$ cat src/sorted_insertion_buffer_top_defines.svh
// Assertion macros used by the sorted insertion buffer controller (sib_ctrl).
`ifndef SORTED_INSERTION_BUFFER_TOP_DEFINES_SVH
`define SORTED_INSERTION_BUFFER_TOP_DEFINES_SVH

`ifndef SYNTHESIS

`define SIB_ASSERT_IMP(lbl, ante, cons, msg) \
  lbl: assert property (@(posedge clk_i) disable iff (!rst_ni) (ante) |-> (cons)) \
    else $error(msg);

`define SIB_ASSERT_NXT(lbl, ante, cons, msg) \
  lbl: assert property (@(posedge clk_i) disable iff (!rst_ni) (ante) |=> (cons)) \
    else $error(msg);

`else

`define SIB_ASSERT_IMP(lbl, ante, cons, msg)

`define SIB_ASSERT_NXT(lbl, ante, cons, msg)

`endif

`endif

$ cat src/sib_pkg.sv
package sib_pkg;

  localparam int unsigned SibDepth = 32;
  localparam int unsigned SibDataW = 32;

  typedef enum logic [2:0] {
    ST_IDLE,
    ST_SCAN,
    ST_PUT,
    ST_EMIT_RD,
    ST_EMIT_LD
  } sib_state_e;

  // Load request from the controller to the output register.
  typedef struct packed {
    logic load;
    logic final_res;
    logic dropped;
  } sib_emit_t;

endpackage

$ cat src/sorted_insertion_buffer_top.sv
// Channel  Dir  Transfer       Payload
// s_*      in   value          tdata[31:0] = value, tlast = batch_end
// m_*      out  sorted result  tdata[31:0] = sorted_value, tlast = final_res, tuser = dropped
//
// Inserting a value into a store of n > 0 entries scans past the stored entries larger than it:
// the scan walks down from the top entry, one RAM read and one write per cycle, shifting each
// larger entry up by one. The first value of a batch is written straight into the store, and a
// value at a full store is dropped without a scan. A batch end then reads the first
// entry and streams the n entries out at one transfer per cycle while m_tready_i is high.
// The output register keeps a result while m_tready_i is low and the stream waits; once the last
// result is loaded, a new value is taken while it waits.
// Reset clears the entry count and the drop flag; the store itself is not cleared.
module sorted_insertion_buffer_top import sib_pkg::*; #(
  parameter int unsigned Depth = SibDepth
) (
  input  logic                       clk_i,
  input  logic                       rst_ni,
  input  logic                       s_tvalid_i,
  output logic                       s_tready_o,
  input  logic signed [SibDataW-1:0] s_tdata_i,   // [31:0] value
  input  logic                       s_tlast_i,   // batch_end
  output logic                       m_tvalid_o,
  input  logic                       m_tready_i,
  output logic signed [SibDataW-1:0] m_tdata_o,   // [31:0] sorted_value
  output logic                       m_tlast_o,   // final_res
  output logic                       m_tuser_o    // [0] dropped
);

  localparam int unsigned IW = $clog2(Depth);

  sib_emit_t                  emit;
  logic                       out_free;
  logic                       ram_wr_en;
  logic [IW-1:0]              ram_wr_addr;
  logic [SibDataW-1:0]        ram_wr_data;
  logic                       ram_rd_en;
  logic [IW-1:0]              ram_rd_addr;
  logic [SibDataW-1:0]        ram_rd_data;

  logic                       m_valid_q;
  logic signed [SibDataW-1:0] m_data_q;
  logic                       m_last_q;
  logic                       m_drop_q;

  assign out_free = !m_valid_q || m_tready_i;

  sib_ctrl #(
    .Depth(Depth)
  ) u_ctrl (
    .clk_i         (clk_i),
    .rst_ni        (rst_ni),
    .s_tvalid_i    (s_tvalid_i),
    .s_tready_o    (s_tready_o),
    .s_value_i     (s_tdata_i),
    .s_batch_end_i (s_tlast_i),
    .out_free_i    (out_free),
    .emit_o        (emit),
    .ram_wr_en_o   (ram_wr_en),
    .ram_wr_addr_o (ram_wr_addr),
    .ram_wr_data_o (ram_wr_data),
    .ram_rd_en_o   (ram_rd_en),
    .ram_rd_addr_o (ram_rd_addr),
    .ram_rd_data_i (ram_rd_data)
  );

  sib_ram #(
    .Width(SibDataW),
    .Depth(Depth)
  ) u_store (
    .clk_i     (clk_i),
    .wr_en_i   (ram_wr_en),
    .wr_addr_i (ram_wr_addr),
    .wr_data_i (ram_wr_data),
    .rd_en_i   (ram_rd_en),
    .rd_addr_i (ram_rd_addr),
    .rd_data_o (ram_rd_data)
  );

  always_ff @(posedge clk_i or negedge rst_ni) begin
    if (!rst_ni) begin
      m_valid_q <= 1'b0;
    end else if (emit.load) begin
      m_valid_q <= 1'b1;
    end else if (m_tready_i) begin
      m_valid_q <= 1'b0;
    end
  end

  always_ff @(posedge clk_i) begin
    if (emit.load) begin
      m_data_q <= $signed(ram_rd_data);
      m_last_q <= emit.final_res;
      m_drop_q <= emit.dropped;
    end
  end

  assign m_tvalid_o = m_valid_q;
  assign m_tdata_o  = m_data_q;
  assign m_tlast_o  = m_last_q;
  assign m_tuser_o  = m_drop_q;

endmodule

$ cat src/sib_ram.sv
module sib_ram #(
  parameter int unsigned Width = 32,
  parameter int unsigned Depth = 32
) (
  input  logic                     clk_i,
  input  logic                     wr_en_i,
  input  logic [$clog2(Depth)-1:0] wr_addr_i,
  input  logic [Width-1:0]         wr_data_i,
  input  logic                     rd_en_i,
  input  logic [$clog2(Depth)-1:0] rd_addr_i,
  output logic [Width-1:0]         rd_data_o
);

  logic [Width-1:0] mem_q [Depth];
  logic [Width-1:0] rd_data_q;

  always_ff @(posedge clk_i) begin
    if (wr_en_i) begin
      mem_q[wr_addr_i] <= wr_data_i;
    end
    if (rd_en_i) begin
      rd_data_q <= mem_q[rd_addr_i];
    end
  end

  assign rd_data_o = rd_data_q;

endmodule

$ cat src/sib_ctrl.sv
`include "sorted_insertion_buffer_top_defines.svh"

module sib_ctrl import sib_pkg::*; #(
  parameter int unsigned Depth = SibDepth
) (
  input  logic                       clk_i,
  input  logic                       rst_ni,
  input  logic                       s_tvalid_i,
  output logic                       s_tready_o,
  input  logic signed [SibDataW-1:0] s_value_i,
  input  logic                       s_batch_end_i,
  input  logic                       out_free_i,
  output sib_emit_t                  emit_o,
  output logic                       ram_wr_en_o,
  output logic [$clog2(Depth)-1:0]   ram_wr_addr_o,
  output logic [SibDataW-1:0]        ram_wr_data_o,
  output logic                       ram_rd_en_o,
  output logic [$clog2(Depth)-1:0]   ram_rd_addr_o,
  input  logic [SibDataW-1:0]        ram_rd_data_i
);

  localparam int unsigned IW = $clog2(Depth);
  localparam int unsigned CW = $clog2(Depth + 1);

  sib_state_e                 state_q, state_d;
  logic [CW-1:0]              cnt_q, cnt_d;
  logic [IW-1:0]              idx_q, idx_d;
  logic signed [SibDataW-1:0] new_q, new_d;
  logic                       last_q, last_d;
  logic                       ovf_q, ovf_d;

  logic accept;
  logic full;
  logic empty;
  logic greater;
  logic is_final;
  logic idx_zero;

  assign s_tready_o = (state_q == ST_IDLE);
  assign accept     = s_tvalid_i && s_tready_o;
  assign full       = (cnt_q == CW'(Depth));
  assign empty      = (cnt_q == '0);
  assign idx_zero   = (idx_q == '0);
  // A stored value strictly above the new one moves up; equal values stay below it.
  assign greater    = ($signed(ram_rd_data_i) > new_q);
  assign is_final   = (idx_q == IW'(cnt_q - CW'(1)));

  always_comb begin
    state_d = state_q;
    case (state_q)
      ST_IDLE: begin
        if (accept) begin
          if (full || empty) begin
            state_d = s_batch_end_i ? ST_EMIT_RD : ST_IDLE;
          end else begin
            state_d = ST_SCAN;
          end
        end
      end
      ST_SCAN: begin
        if (!greater) begin
          state_d = last_q ? ST_EMIT_RD : ST_IDLE;
        end else if (idx_zero) begin
          state_d = ST_PUT;
        end
      end
      ST_PUT: begin
        state_d = last_q ? ST_EMIT_RD : ST_IDLE;
      end
      ST_EMIT_RD: begin
        state_d = ST_EMIT_LD;
      end
      ST_EMIT_LD: begin
        if (out_free_i && is_final) begin
          state_d = ST_IDLE;
        end
      end
      default: begin
        state_d = ST_IDLE;
      end
    endcase
  end

  always_comb begin
    ram_wr_en_o   = 1'b0;
    ram_wr_addr_o = '0;
    ram_wr_data_o = new_q;
    ram_rd_en_o   = 1'b0;
    ram_rd_addr_o = '0;
    emit_o        = '0;
    case (state_q)
      ST_IDLE: begin
        if (accept && empty) begin
          ram_wr_en_o   = 1'b1;
          ram_wr_data_o = s_value_i;
        end else if (accept && !full) begin
          ram_rd_en_o   = 1'b1;
          ram_rd_addr_o = IW'(cnt_q - CW'(1));
        end
      end
      ST_SCAN: begin
        // Shift the entry just read up by one, or drop the new value into the gap.
        ram_wr_en_o   = 1'b1;
        ram_wr_addr_o = idx_q + IW'(1);
        ram_wr_data_o = greater ? ram_rd_data_i : new_q;
        if (greater && !idx_zero) begin
          ram_rd_en_o   = 1'b1;
          ram_rd_addr_o = idx_q - IW'(1);
        end
      end
      ST_PUT: begin
        ram_wr_en_o = 1'b1;
      end
      ST_EMIT_RD: begin
        ram_rd_en_o = 1'b1;
      end
      ST_EMIT_LD: begin
        if (out_free_i) begin
          emit_o.load      = 1'b1;
          emit_o.final_res = is_final;
          emit_o.dropped   = ovf_q;
          if (!is_final) begin
            ram_rd_en_o   = 1'b1;
            ram_rd_addr_o = idx_q + IW'(1);
          end
        end
      end
      default: begin
        ram_wr_en_o = 1'b0;
      end
    endcase
  end

  always_comb begin
    cnt_d  = cnt_q;
    idx_d  = idx_q;
    new_d  = new_q;
    last_d = last_q;
    ovf_d  = ovf_q;
    case (state_q)
      ST_IDLE: begin
        if (accept) begin
          new_d  = s_value_i;
          last_d = s_batch_end_i;
          if (full) begin
            ovf_d = 1'b1;
          end else if (empty) begin
            cnt_d = cnt_q + CW'(1);
          end else begin
            idx_d = IW'(cnt_q - CW'(1));
          end
        end
      end
      ST_SCAN: begin
        if (!greater) begin
          cnt_d = cnt_q + CW'(1);
        end else if (!idx_zero) begin
          idx_d = idx_q - IW'(1);
        end
      end
      ST_PUT: begin
        cnt_d = cnt_q + CW'(1);
      end
      ST_EMIT_RD: begin
        idx_d = '0;
      end
      ST_EMIT_LD: begin
        if (out_free_i) begin
          if (is_final) begin
            cnt_d = '0;
            ovf_d = 1'b0;
          end else begin
            idx_d = idx_q + IW'(1);
          end
        end
      end
      default: begin
        cnt_d = cnt_q;
      end
    endcase
  end

  always_ff @(posedge clk_i or negedge rst_ni) begin
    if (!rst_ni) begin
      state_q <= ST_IDLE;
      cnt_q   <= '0;
      ovf_q   <= 1'b0;
      last_q  <= 1'b0;
    end else begin
      state_q <= state_d;
      cnt_q   <= cnt_d;
      ovf_q   <= ovf_d;
      last_q  <= last_d;
    end
  end

  always_ff @(posedge clk_i) begin
    idx_q <= idx_d;
    new_q <= new_d;
  end

  `SIB_ASSERT_IMP(a_cnt_bound, 1'b1, cnt_q <= CW'(Depth), "entry count above depth")
  `SIB_ASSERT_IMP(a_scan_idx, state_q == ST_SCAN, CW'(idx_q) < cnt_q, "scan index out of range")
  `SIB_ASSERT_IMP(a_no_rw_clash, ram_wr_en_o && ram_rd_en_o, ram_wr_addr_o != ram_rd_addr_o,
                  "read and write of the same entry in one cycle")
  `SIB_ASSERT_NXT(a_batch_clear, emit_o.load && emit_o.final_res,
                  cnt_q == '0 && !ovf_q && state_q == ST_IDLE, "batch not cleared after last result")

endmodule

$ cat config.mk
export PLATFORM = sky130hd
export DESIGN_NAME = sorted_insertion_buffer_top
export DESIGN_NICKNAME = d
export VERILOG_FILES = /design/src/sib_pkg.sv /design/src/sorted_insertion_buffer_top.sv /design/src/sib_ram.sv /design/src/sib_ctrl.sv
export VERILOG_INCLUDE_DIRS = /design/src /design/src/src
export SDC_FILE = /design/constraint.sdc
export NUM_CORES = 1
export LEC_CHECK = 0
export CAP_MARGIN = 20
export CORE_MARGIN = 8
export CORE_UTILIZATION = 30
export DETAILED_ROUTE_END_ITERATION = 8
export DONT_BUFFER_PORTS = 1
export PLACE_DENSITY = 0.48
export RECOVER_POWER = 50
export SKIP_CTS_REPAIR_TIMING = 1
export SYNTH_ARGS = -nofsm -noshare
export SYNTH_HDL_FRONTEND = slang
export SYNTH_SLANG_ARGS = --single-unit
export TNS_END_PERCENT = 30
$ cat constraint.sdc
create_clock -name clk_i -period 9.1 [get_ports clk_i]
set_input_delay 0.91 -clock clk_i [delete_from_list [all_inputs] [get_ports clk_i]]
set_output_delay 0.91 -clock clk_i [all_outputs]
set_load 0.01 [all_outputs]
==> flow_summary.ini <==
[outcome]
status = finished, violations left
violations = max-capacitance violations, max-slew violations

[layout]
layout.cells.most_common = sky130_fd_sc_hd__edfxtp_1
most-common-layout-cells = sky130_fd_sc_hd__edfxtp_1 (1127), sky130_fd_sc_hd__nand2_1 (1020), sky130_fd_sc_hd__nand3_1 (384), sky130_fd_sc_hd__a21oi_1 (117), sky130_fd_sc_hd__clkbuf_16 (116)
final.fill_count = 14610
final_stage_net_count = 3506
drive_above_1_share_pct = 7.651
area.growth.synth_to_final_pct = 14.06
fin_util_pct = 34.49

[floorplanning]
start_util_pct = 30.24
die_area_sq_um = 164000
design.portCount = 73
core_region_area_sq_um = 150100
dieHeight_microns = 405.0
placement_rows = 142
fp.dieW_microns = 405.0

[power]
total_leakage_power_nw = 17.04
share_comb_of_total_power_pct = 41.4
power.share.switching_pct = 42.04
cell_internal_power_w = 0.01210
proportion_of_power_drawn_by_flip_flops_and_latches_pct = 37.1
power_per_cell_area_nw_per_um2 = 403.1
peakVddDrop_mv = 0.5193
power.net_switching_w = 0.008776
clock_power_share_pct = 21.5

[grt]
globalRouteOverflowTotal = 0
globalRouteTotalUtil_pct = 16.94
use_met1_pct = 22.65
grt_max_degree = 149
antenna_found_initial = 8
grt_pass1_vias = 26810
grtUsageMet3_pct = 3.078
groute.layer.met2.usage_pct = 28.44
grt_first_pass_wirelength_microns = 201500
grt_busiest_layer = met2

[worst_setup_path]
worst-endpoint-arrival_ps = 7510
sort_of_element_at_the_start_of_the_critical_path = flip-flop
r2r_start = u_ctrl.state_q[1]
setup.worst_path.class = flip-flop to flip-flop
timing.critical_path.to_type = flip-flop
ff2ff_path_depth = 9
timing.critical_path.fanout_max = 36
worstSetupStartpoint = u_ctrl.state_q[1]
reg2reg_to = u_store.mem_q[24][21]
critPathRequiredTime_ps = 9330
crit_end = u_store.mem_q[24][21]
r2r_setup_slack_ps = 1820

[logic_synthesis]
synth.area.top_cells = sky130_fd_sc_hd__edfxtp_1 (75%), sky130_fd_sc_hd__nand2_1 (8.5%), sky130_fd_sc_hd__nand3_1 (4.2%), sky130_fd_sc_hd__a41oi_1 (1.7%), sky130_fd_sc_hd__a21oi_1 (1.3%)
synth.yosys.warnings = 0
postSynthRegisterBits = 1139
mean_cell_area_of_the_mapped_netlist_sq_um = 13.30
syn_inst = 3413
async_reset_ff_share_pct = 1.054
syn_nets = 3487
synth_area_sq_um = 45400
number_of_enable_flip_flop_cells_after_synthesis = 1127
synthDominantCellAreaShare_pct = 74.54
synth_area_leader_cell = sky130_fd_sc_hd__edfxtp_1
yosysUniqueCellTypes = 60
ys.flop_type = sky130_fd_sc_hd__edfxtp_1
share_of_synthesized_area_occupied_by_flip_flops_and_latches_pct = 75.20

[clock_network]
worstSkewPairLatency_ps = 740
clock_tree_from_tritoncts = yes
clock_root_buffer = sky130_fd_sc_hd__clkbuf_16
cts_max_path_buffers = 3
cts.reportedPaths.clkPinSlew_ps = 60
numClockSinks = 1139
number_of_buffers_created_by_cts = 115
cts_htree_levels = 3

[sta]
unrepaired_setup_endpoints_after_global_routing = false
finalWorstSetupSlack_ps = 1822
report.final.setup_viol = 0
post-route-min-period_ps = 7278
final-hold-violation-count = 0
final_min_period_over_clock_period_pct = 79.97
highest_clock_rate_ghz = 0.1374
worst-slew-pin-transition_ps = 4137
timing_max_transition_violations_final = 986
finalSetupTns_ps = 0
max-slew-margin-rel_pct = -175.8
worst_clock_skew_ps = 48.01

[route]
drt_iter0_drc = 3269
antenna_violating_nets_post_route = 0
vias = 28080
drt_pre_antenna_iters = 7
remaining_drc_errors = 0
average_detailed_routed_wire_length_per_instance_microns = 25.92
postRouteWirelength_microns = 143800
avgViaCountPerCell = 5.061

[placement]
dp_worst_setup_slack_ps = 2724
placement.io_buffers = 0
place_congestion = 0.7709
hpwlAfterDp_microns = 70870

[min_path]
timing.hold.worst.class = input pin to flip-flop

[job]
drv.max_cap_violation_count = 37
cells in the mapped netlist (11+ instances only):
cell	n
sky130_fd_sc_hd__clkbuf_1	84
sky130_fd_sc_hd__a22oi_1	36
sky130_fd_sc_hd__mux2i_1	49
sky130_fd_sc_hd__nand4_1	18
sky130_fd_sc_hd__nor2_1	57
sky130_fd_sc_hd__nand2_1	1023
sky130_fd_sc_hd__a31oi_1	11
sky130_fd_sc_hd__nand3_1	384
sky130_fd_sc_hd__a21oi_1	118
sky130_fd_sc_hd__nor4_1	58
sky130_fd_sc_hd__inv_1	44
sky130_fd_sc_hd__a41oi_1	87
sky130_fd_sc_hd__dfrtp_1	12
sky130_fd_sc_hd__edfxtp_1	1127
sky130_fd_sc_hd__o21ai_0	54
sky130_fd_sc_hd__ha_1	37
sky130_fd_sc_hd__buf_2	79
sky130_fd_sc_hd__buf_1	20
stage by stage:
step / std cells / hold WS [ps] / area, sq um / total power (W)
after floorplan: 3413 / 450.9 / 45400 / 0.01265
after global placement: 5312 / 469.7 / 48100 / 0.01621
after detailed placement: 5319 / 477.4 / 48230 / 0.01633
after CTS: 5533 / -159.3 / 51730 / 0.02080
after global routing: 5546 / 230.9 / 51780 / 0.02185
final: 5547 / 265.0 / 51780 / 0.02087
per-layer routing:
layer	share of wire, %	vias up
met3	6.7	173
li1	-	12600
met1	43	14400
met2	48	905
met5	0.022	-
met4	2.0	4
cell type report:
| type | instances | area [sq um] | share of cell area, % |
|---|---|---|---|
| clock buffers | 156 | 3053 | 5.896 |
| diodes | 2 | 5.005 | 0.009665 |
| repair buffers | 94 | 983.4 | 1.899 |
| multi-input cells | 2038 | 10470 | 20.21 |
| well taps | 2016 | 2522 | 4.871 |
| clock inverters | 58 | 445.4 | 0.8602 |
| flip-flops and latches | 1139 | 34140 | 65.93 |
| inverters | 44 | 165.2 | 0.3189 |
how the worst min path moves through the flow:
| stage | startpoint | end | slack [ps] | cells past startpoint |
|---|---|---|---|---|
| 2_1_floorplan | u_store.rd_data_o[0] | m_tdata_o[0] | 450 | 0 |
| 3_3_place_gp | u_store.rd_data_o[22] | m_tdata_o[22] | 470 | 0 |
| 3_5_place_dp | u_store.rd_data_o[20] | m_tdata_o[20] | 480 | 0 |
| 4_1_cts | rst_ni | u_ctrl.state_q[0] | -160 | 0 |
| 5_1_grt | s_tdata_i[17] | u_ctrl.new_q[17] | 230 | 0 |
| 6_report | s_tdata_i[17] | u_ctrl.new_q[17] | 260 | 0 |
critical path, cell delays in order, from the launching register on:
cell,delay (ps)
sky130_fd_sc_hd__dfrtp_1,580
sky130_fd_sc_hd__or2_0,490
sky130_fd_sc_hd__nor3b_4,230
sky130_fd_sc_hd__clkbuf_1,1630
sky130_fd_sc_hd__nor3b_1,320
sky130_fd_sc_hd__buf_4,450
sky130_fd_sc_hd__o21ai_0,160
sky130_fd_sc_hd__a21o_1,400
sky130_fd_sc_hd__nor2_4,160
sky130_fd_sc_hd__clkbuf_1,2340
power groups by stage:
stage / Sequential [W] / Clock (W) / Combinational [W]
final: 0.00775 / 0.00449 / 0.00863
after global routing: 0.00779 / 0.00476 / 0.00930
after CTS: 0.00774 / 0.00457 / 0.00848
after detailed placement: 0.00785 / 0 / 0.00848
after global placement: 0.00786 / 0 / 0.00836
after floorplan: 0.00769 / 0 / 0.00497
flip-flops by register name (all words and copies together), names as in the netlist:
register,cells
m_tlast_o,1
u_ctrl.ovf_q,1
u_ctrl.idx_q,5
u_store.mem_q,1024
m_tdata_o,32
m_tuser_o,1
u_ctrl.new_q,32
u_ctrl.last_q,1
u_store.rd_data_o,32
m_tvalid_o,1
u_ctrl.state_q,3
u_ctrl.cnt_q,6
cells by family (layout without fill, tap and decap cells):
| logic type | after synthesis | in the layout | share of synthesized area, % |
|---|---|---|---|
| AND/OR/NAND/NOR | 1580 | 1580 | 14.82 |
| adder cells (fa/ha/maj) | 37 | 37 | 1.020 |
| AO/OA/AOI/OAI | 351 | 351 | 5.140 |
| other | 0 | 2 | 0 |
| XOR/XNOR | 16 | 16 | 0.3555 |
| flip-flops | 1139 | 1139 | 75.20 |
| buffers and inverters | 236 | 352 | 2.252 |
| multiplexers | 54 | 54 | 1.204 |
Power figures use the tool's default switching activity.
